$ cat src/rtl/core/ehr_pkg.sv
`timescale 1ns / 1ps
package ehr_pkg;

  localparam int CNT_W  = 5;
  localparam int SUB_W  = 8;
  localparam int CODE_W = 16;
  localparam int WORD_W = 32;

  typedef enum logic [1:0] {
    MODE_ADD   = 2'd0,
    MODE_READ  = 2'd1,
    MODE_WRITE = 2'd2,
    MODE_NOP   = 2'd3
  } mode_e;

  typedef enum logic [1:0] {
    ST_OK      = 2'd0,
    ST_RANGE   = 2'd1,
    ST_REFUSED = 2'd2,
    ST_ABSENT  = 2'd3
  } status_e;

  typedef struct packed {
    logic             sel;
    status_e          status;
    logic [CNT_W-1:0] cnt;
  } res_t;

endpackage

$ cat src/rtl/core/ehr_store.sv
`timescale 1ns / 1ps
module ehr_store import ehr_pkg::*; #(
  parameter int DEPTH  = 16,
  parameter int ADDR_W = 4
) (
  input  logic              clk_i,
  input  logic              wr_en_i,
  input  logic [ADDR_W-1:0] wr_addr_i,
  input  logic [WORD_W-1:0] wr_data_i,
  input  logic              rd_en_i,
  input  logic [ADDR_W-1:0] rd_addr_i,
  output logic [WORD_W-1:0] rd_data_o
);

  logic [WORD_W-1:0] mem_q [DEPTH];
  logic [WORD_W-1:0] rd_data_q;

  always_ff @(posedge clk_i) begin
    if (wr_en_i) begin
      mem_q[wr_addr_i] <= wr_data_i;
    end
  end

  always_ff @(posedge clk_i) begin
    if (rd_en_i) begin
      rd_data_q <= mem_q[rd_addr_i];
    end
  end

  assign rd_data_o = rd_data_q;

endmodule

$ cat src/rtl/core/ehr_ctrl.sv
`timescale 1ns / 1ps
module ehr_ctrl import ehr_pkg::*; #(
  parameter int MAX_DEPTH = 16,
  parameter int ADDR_W    = 4
) (
  input  logic              clk_i,
  input  logic              rst_ni,
  input  logic              cfg_valid_i,
  input  logic [CNT_W-1:0]  cfg_data_i,
  input  logic              accept_i,
  input  logic [1:0]        mode_i,
  input  logic [CODE_W-1:0] error_code_i,
  input  logic              has_user_info_i,
  input  logic [CODE_W-1:0] user_info_i,
  input  logic [SUB_W-1:0]  sub_index_i,
  input  logic [SUB_W-1:0]  write_value_i,
  output logic              wr_en_o,
  output logic [ADDR_W-1:0] wr_addr_o,
  output logic [WORD_W-1:0] wr_data_o,
  output logic              rd_en_o,
  output logic [ADDR_W-1:0] rd_addr_o,
  input  logic [WORD_W-1:0] rd_data_i,
  output logic              result_valid_o,
  output logic [WORD_W-1:0] read_data_o,
  output logic [1:0]        status_o
);

  logic [CNT_W-1:0] depth_q, depth_d;
  logic [CNT_W-1:0] newest_q, newest_d;
  logic [CNT_W-1:0] count_q, count_d;
  logic             valid_q, valid_d;
  res_t             res_q, res_d;

  logic [CNT_W-1:0] depth_eff;
  logic [CNT_W-1:0] count_eff;
  logic [CNT_W-1:0] newest_inc;
  logic [CNT_W-1:0] sub_m1;
  logic [CNT_W:0]   map;
  logic             map_ok;

  always_comb begin
    if (int'(depth_q) > MAX_DEPTH) begin
      depth_eff = CNT_W'(MAX_DEPTH);
    end else begin
      depth_eff = depth_q;
    end
    count_eff  = (count_q > depth_eff) ? depth_eff : count_q;
    newest_inc = (newest_q >= depth_eff) ? CNT_W'(1) : newest_q + CNT_W'(1);
    sub_m1     = CNT_W'(sub_index_i - SUB_W'(1));
    if (SUB_W'(newest_q) >= sub_index_i) begin
      map = {1'b0, newest_q} - {1'b0, sub_m1};
    end else begin
      map = {1'b0, depth_eff} - {1'b0, sub_m1} + {1'b0, newest_q};
    end
    map_ok = (map != '0) && (int'(map) - 1 < MAX_DEPTH);
  end

  always_comb begin
    depth_d    = cfg_valid_i ? cfg_data_i : depth_q;
    newest_d   = newest_q;
    count_d    = count_q;
    valid_d    = accept_i;
    res_d      = '{sel: 1'b0, status: ST_OK, cnt: '0};
    wr_en_o    = 1'b0;
    wr_addr_o  = ADDR_W'(newest_inc - CNT_W'(1));
    wr_data_o  = {has_user_info_i ? user_info_i : CODE_W'(0), error_code_i};
    rd_en_o    = 1'b0;
    rd_addr_o  = ADDR_W'(map - (CNT_W + 1)'(1));
    if (accept_i) begin
      case (mode_e'(mode_i))
        MODE_ADD: begin
          if (depth_eff != '0) begin
            wr_en_o  = 1'b1;
            newest_d = newest_inc;
            count_d  = (count_q >= depth_eff) ? depth_eff : count_q + CNT_W'(1);
          end
        end
        MODE_READ: begin
          if (sub_index_i == '0) begin
            res_d.cnt = count_eff;
          end else if (sub_index_i > SUB_W'(depth_eff)) begin
            res_d.status = ST_ABSENT;
          end else if (sub_index_i <= SUB_W'(count_eff) && map_ok) begin
            rd_en_o   = 1'b1;
            res_d.sel = 1'b1;
          end
        end
        MODE_WRITE: begin
          if (sub_index_i != '0) begin
            res_d.status = ST_REFUSED;
          end else if (write_value_i != '0) begin
            res_d.status = ST_RANGE;
          end else begin
            newest_d = '0;
            count_d  = '0;
          end
        end
        default: begin
        end
      endcase
    end
  end

  always_ff @(posedge clk_i or negedge rst_ni) begin
    if (!rst_ni) begin
      depth_q  <= '0;
      newest_q <= '0;
      count_q  <= '0;
      valid_q  <= 1'b0;
    end else begin
      depth_q  <= depth_d;
      newest_q <= newest_d;
      count_q  <= count_d;
      valid_q  <= valid_d;
    end
  end

  always_ff @(posedge clk_i) begin
    res_q <= res_d;
  end

  assign result_valid_o = valid_q;
  assign read_data_o    = res_q.sel ? rd_data_i : WORD_W'(res_q.cnt);
  assign status_o       = res_q.status;

endmodule

$ cat src/rtl/core/error_history_ring_top.sv
`timescale 1ns / 1ps
// Error history ring, newest first. A request is taken on every cycle in which start is
// high, since busy stays low: one request per clock. Its result shows on read_data_o and
// status_o in the next cycle, for that one cycle only, with result_valid_o high; the
// receiver cannot stall, so it must take the result in that cycle. The read data come
// from the registered read port of the entry memory. Clearing resets the fill count and
// the newest-entry pointer only. The depth register may be written at any time the
// block is idle; cfg_ready_o is always high.
module error_history_ring_top import ehr_pkg::*; #(
  parameter int MAX_DEPTH = 16
) (
  input  logic              clk_i,
  input  logic              rst_ni,
  input  logic              cfg_valid_i,
  output logic              cfg_ready_o,
  input  logic [CNT_W-1:0]  cfg_data_i,
  input  logic              start,
  output logic              busy,
  input  logic [1:0]        mode_i,
  input  logic [CODE_W-1:0] error_code_i,
  input  logic              has_user_info_i,
  input  logic [CODE_W-1:0] user_info_i,
  input  logic [SUB_W-1:0]  sub_index_i,
  input  logic [SUB_W-1:0]  write_value_i,
  output logic              result_valid_o,
  output logic [WORD_W-1:0] read_data_o,
  output logic [1:0]        status_o
);

  localparam int ADDR_W = (MAX_DEPTH > 1) ? $clog2(MAX_DEPTH) : 1;

  logic              wr_en;
  logic [ADDR_W-1:0] wr_addr;
  logic [WORD_W-1:0] wr_data;
  logic              rd_en;
  logic [ADDR_W-1:0] rd_addr;
  logic [WORD_W-1:0] rd_data;

  assign busy        = 1'b0;
  assign cfg_ready_o = 1'b1;

  ehr_ctrl #(
    .MAX_DEPTH (MAX_DEPTH),
    .ADDR_W    (ADDR_W)
  ) u_ctrl (
    .clk_i           (clk_i),
    .rst_ni          (rst_ni),
    .cfg_valid_i     (cfg_valid_i && cfg_ready_o),
    .cfg_data_i      (cfg_data_i),
    .accept_i        (start && !busy),
    .mode_i          (mode_i),
    .error_code_i    (error_code_i),
    .has_user_info_i (has_user_info_i),
    .user_info_i     (user_info_i),
    .sub_index_i     (sub_index_i),
    .write_value_i   (write_value_i),
    .wr_en_o         (wr_en),
    .wr_addr_o       (wr_addr),
    .wr_data_o       (wr_data),
    .rd_en_o         (rd_en),
    .rd_addr_o       (rd_addr),
    .rd_data_i       (rd_data),
    .result_valid_o  (result_valid_o),
    .read_data_o     (read_data_o),
    .status_o        (status_o)
  );

  ehr_store #(
    .DEPTH  (MAX_DEPTH),
    .ADDR_W (ADDR_W)
  ) u_store (
    .clk_i     (clk_i),
    .wr_en_i   (wr_en),
    .wr_addr_i (wr_addr),
    .wr_data_i (wr_data),
    .rd_en_i   (rd_en),
    .rd_addr_i (rd_addr),
    .rd_data_o (rd_data)
  );

endmodule

$ cat config.mk
export PLATFORM = sky130hd
export DESIGN_NAME = error_history_ring_top
export DESIGN_NICKNAME = d
export VERILOG_FILES = /design/src/rtl/core/ehr_pkg.sv /design/src/rtl/core/ehr_store.sv /design/src/rtl/core/ehr_ctrl.sv /design/src/rtl/core/error_history_ring_top.sv
export SDC_FILE = /design/constraint.sdc
export NUM_CORES = 1
export LEC_CHECK = 0
export ABC_CLOCK_PERIOD_IN_PS = 9500
export BUFFER_PORTS_ARGS = -buffer_cell sky130_fd_sc_hd__buf_4
export CAP_MARGIN = 15
export CORE_ASPECT_RATIO = 0.7
export CORE_MARGIN = 1.5
export CORE_UTILIZATION = 55
export CTS_CLUSTER_DIAMETER = 80
export DETAILED_ROUTE_END_ITERATION = 10
export PLACE_DENSITY = 0.83
export SYNTH_ARGS = -nofsm -noshare
export SYNTH_HDL_FRONTEND = slang
export SYNTH_HIERARCHICAL = 1
export SYNTH_SLANG_ARGS = --single-unit
$ cat constraint.sdc
create_clock -name clk_i -period 9.5 [get_ports clk_i]
set_input_delay 0.475 -clock clk_i [delete_from_list [all_inputs] [get_ports clk_i]]
set_output_delay 0.475 -clock clk_i [all_outputs]
set_load 0.01 [all_outputs]
==> impl_results.md <==
* Status: finished, final reports clean
* Initial DRC count at 1320
* Avg Cell Area, Syn at 19.1 um^2
* Vias post-DR at 12200
* Relative slew slack at 11.3%
* Overflow after GRT at 0
* Post-route antenna net violation count at 0
* Syn Nets at 1331
* Met3 Usage GRT at 4.55%
* Initial antenna violation count at 2
* Pwr/cell area at 314 mW/mm^2
* Via-to-Cell Ratio at 6.43
* Die Y at 175 um
* Die width at 249 um
* Vias in the first global route at 12700
* Critical path type: flop to flop
* Synth Cell Area at 0.0233 mm^2
* Met1 Use GR at 35.0%
* Worst-margin pin slew at 1.33 ns
* Row Count at 62
* Share of layout cells above drive strength 1 at 26.9%
* WP data required at 9.81 ns
* Yosys warnings at 6
* Synth Flop Type: edfxtp_1
* Seq/Total Area, Yosys at 72.5%
* R2r setup slk at 3.71 ns
* Fin. Hold Viols at 0
* CTS sink count at 568
* Seq cells post-synth at 568
* CTS H-tree lvls at 2
* Final Setup Violations at 0
* Hold-fix buffers at CTS at 1
* CTS resizes at 0
* HP Start: start
* Final setup skew at 0.0212 ns
* Mapped Cells at 1221
* Die footprint at 0.0437 mm^2
* Total track usage at 25.2%
* Routed WL at 54.1 mm
* Max-Cap Viols at 0
* Synth unique cells at 65
* F_max at 173 MHz
* CP arrival at 6.10 ns
* Final nets at 1432
* Worst Setup Start Kind: flop
* WHS Path Cells at 1
* Core area at 0.0414 mm^2
* Critical Path End Type: flop
* Largest net degree at the start of global routing at 130
* Max-slew violations at 0
* M2 GR Usage at 42.0%
* Final period util at 60.9%
* CTS tree: done
* Initial Utilization at 56.3%
* First-pass detailed-route iteration total at 7
* Reg2Reg Depth at 14
* CTS buffer count at 51
* Reg2reg end: u_store/rd_data_o[0]
* WHS Endpoint: u_ctrl/result_valid_o
* Post-CTS setup buffer count at 0
* Clk root buf: clkbuf_16
* Placer Congestion at 0.866
* Drt wl/cell at 28.4 um
* CP max FO at 129
* EDFF count, synth at 544
* Tmin final at 5.79 ns
* Max clock buf depth at 3
* Place WS at 3.65 ns
* DP HPWL at 28.1 mm
* Clk_lat worst skew at 0.59 ns
* First-pass GRT wire length at 80.7 mm
* Final Power at 8240 uW
* Worst R2R Start: u_ctrl/newest_q[0]
* P&R area growth vs syn at 12.6%
* Asr flop ratio synth at 2.82%
* Buffers on Ports at 94
* Setup TNS at 0 ns
* Worst Hold Class: input pin to flop
* Peak VDD IR at 0.000364 V
* DRC Markers at 0
* Gr busiest metal: met2
* Min setup slack post-route at 3.71 ns
* Final Util at 63.4%
* IO Count at 97
* Pleak at 0.00887 uW
* CTS clk-pin slew, worst paths at 0.06 ns
* RSZ-0062 raised after global routing: false
[final cells by class]
| class | instances | area [um^2] |
|---|---|---|
| Antenna cell | 1 | 2.50 |
| Fill cell | 2789 | 15200 |
| Clock buffer | 63 | 1340 |
| Inverter | 37 | 143 |
| Tap cell | 544 | 681 |
| Sequential cell | 568 | 16900 |
| Multi-Input combinational cell | 545 | 6050 |
| Timing Repair Buffer | 119 | 908 |
| Clock inverter | 27 | 241 |
[flip-flops by register name, indices dropped and copies added, names as in the netlist]
name,count
u_ctrl/result_valid_o,1
u_ctrl/res_q,6
u_ctrl/status_o,2
u_store/rd_data_o,32
u_ctrl/depth_q,5
u_store/mem_q,512
u_ctrl/newest_q,5
u_ctrl/count_q,5
[logic make-up (layout without fill, tap and decap cells)]
logic type,Yosys count,in the layout,synth area share [%]
other,2,3,0.0322
AND/OR/NAND/NOR,192,192,4.36
adder cells (fa/ha/maj),50,50,2.88
multiplexers,148,148,13.3
buffers and inverters,108,246,2.29
XOR/XNOR,14,14,0.526
AO/OA/AOI/OAI,139,139,4.16
flip-flops,568,568,72.5
[where the power goes]
group	switching, uW	internal (uW)	leakage, uW
logic	1900	1340	0.00290
registers	46.8	2960	0.00520
clock network	900	1090	0.000767
total	2840	5390	0.00887
[critical path, stage by stage, from the launching register on]
cell      delay (ns)
dfrtp_1         0.47
inv_1           0.17
ha_1            0.37
a21boi_1        0.08
o211ai_1        0.16
a21o_1          0.42
nor2_1          0.13
a21oi_4         0.16
buf_12          0.77
ha_1            0.40
inv_4           0.67
buf_4           0.84
mux4_2          0.42
a22oi_1         0.26
nand2_1         0.11
[through the flow]
stage / instances / area, um^2 / hold slack (ns)
after floorplan: 1221 / 23300 / 0.179
after global placement: 1812 / 24700 / 0.349
after detailed placement: 1812 / 24700 / 0.352
after CTS: 1903 / 26300 / 0.0344
after global routing: 1903 / 26300 / 0.0427
final: 1904 / 26300 / 0.0550
[cell usage after synthesis (2+ instances only)]
library cell    n  area share, %
a211o_1         2          0.075
a211oi_1        2          0.064
a21boi_1        2          0.064
a21o_1          7           0.23
a21oi_1        19           0.41
a221oi_1        2          0.075
a22oi_1        64            2.1
a311oi_1        3           0.11
a31oi_1         3          0.081
and2_1         45            1.2
buf_1          10           0.16
buf_2           8           0.17
buf_4          29           0.93
clkbuf_1       23           0.37
conb_1          2          0.032
dfrtp_1        16            1.7
dfxtp_1         8           0.69
edfxtp_1      544             70
fa_1            6           0.52
ha_1           44            2.4
inv_1          31           0.50
inv_2           5          0.081
mux2_2         10           0.48
mux2i_1         9           0.39
mux4_2        128             12
nand2_1        51           0.82
nand2b_1       10           0.27
nand3_1         9           0.19
nand3b_1        4           0.13
nor2_1         37           0.60
nor2b_1         8           0.21
nor3_1          9           0.19
nor3b_1         3          0.097
o211ai_1        5           0.16
o21ai_0         2          0.043
o21ai_1        14           0.30
o22ai_1         5           0.13
or2_1           3          0.081
xnor2_1         9           0.34
xor2_1          5           0.19
[routing by layer]
| layer | part of all wire (%) | up-vias |
|---|---|---|
| met5 | 0 | - |
| met4 | 2.0 | 0 |
| met3 | 8.5 | 93 |
| met2 | 50 | 651 |
| met1 | 40 | 6396 |
| li1 | - | 5106 |
[placed cells by master (no fill, tap or decap), types with 14 or more instances in the layout]
cell type  count
clkbuf_16     52
o21ai_1       14
nor2_1        24
mux4_2       128
a22oi_1       64
dfrtp_1       16
a21oi_1       18
buf_4        117
ha_1          44
nor2_4        14
edfxtp_1     544
and2_1        44
inv_1         30
nand2_1       51
[worst max path at each step]
stage / end / start / depth (start not counted)
after CTS: u_store/rd_data_o[0] / u_ctrl/newest_q[0] / 14
after floorplan: u_store/rd_data_o[0] / u_ctrl/depth_q[4] / 15
after detailed placement: u_store/rd_data_o[23] / sub_index_i[0] / 15
after global routing: u_store/rd_data_o[23] / u_ctrl/newest_q[0] / 14
after global placement: u_store/rd_data_o[26] / sub_index_i[0] / 15
final: u_store/rd_data_o[0] / u_ctrl/newest_q[0] / 14
(Power assumes the default switching activity.)
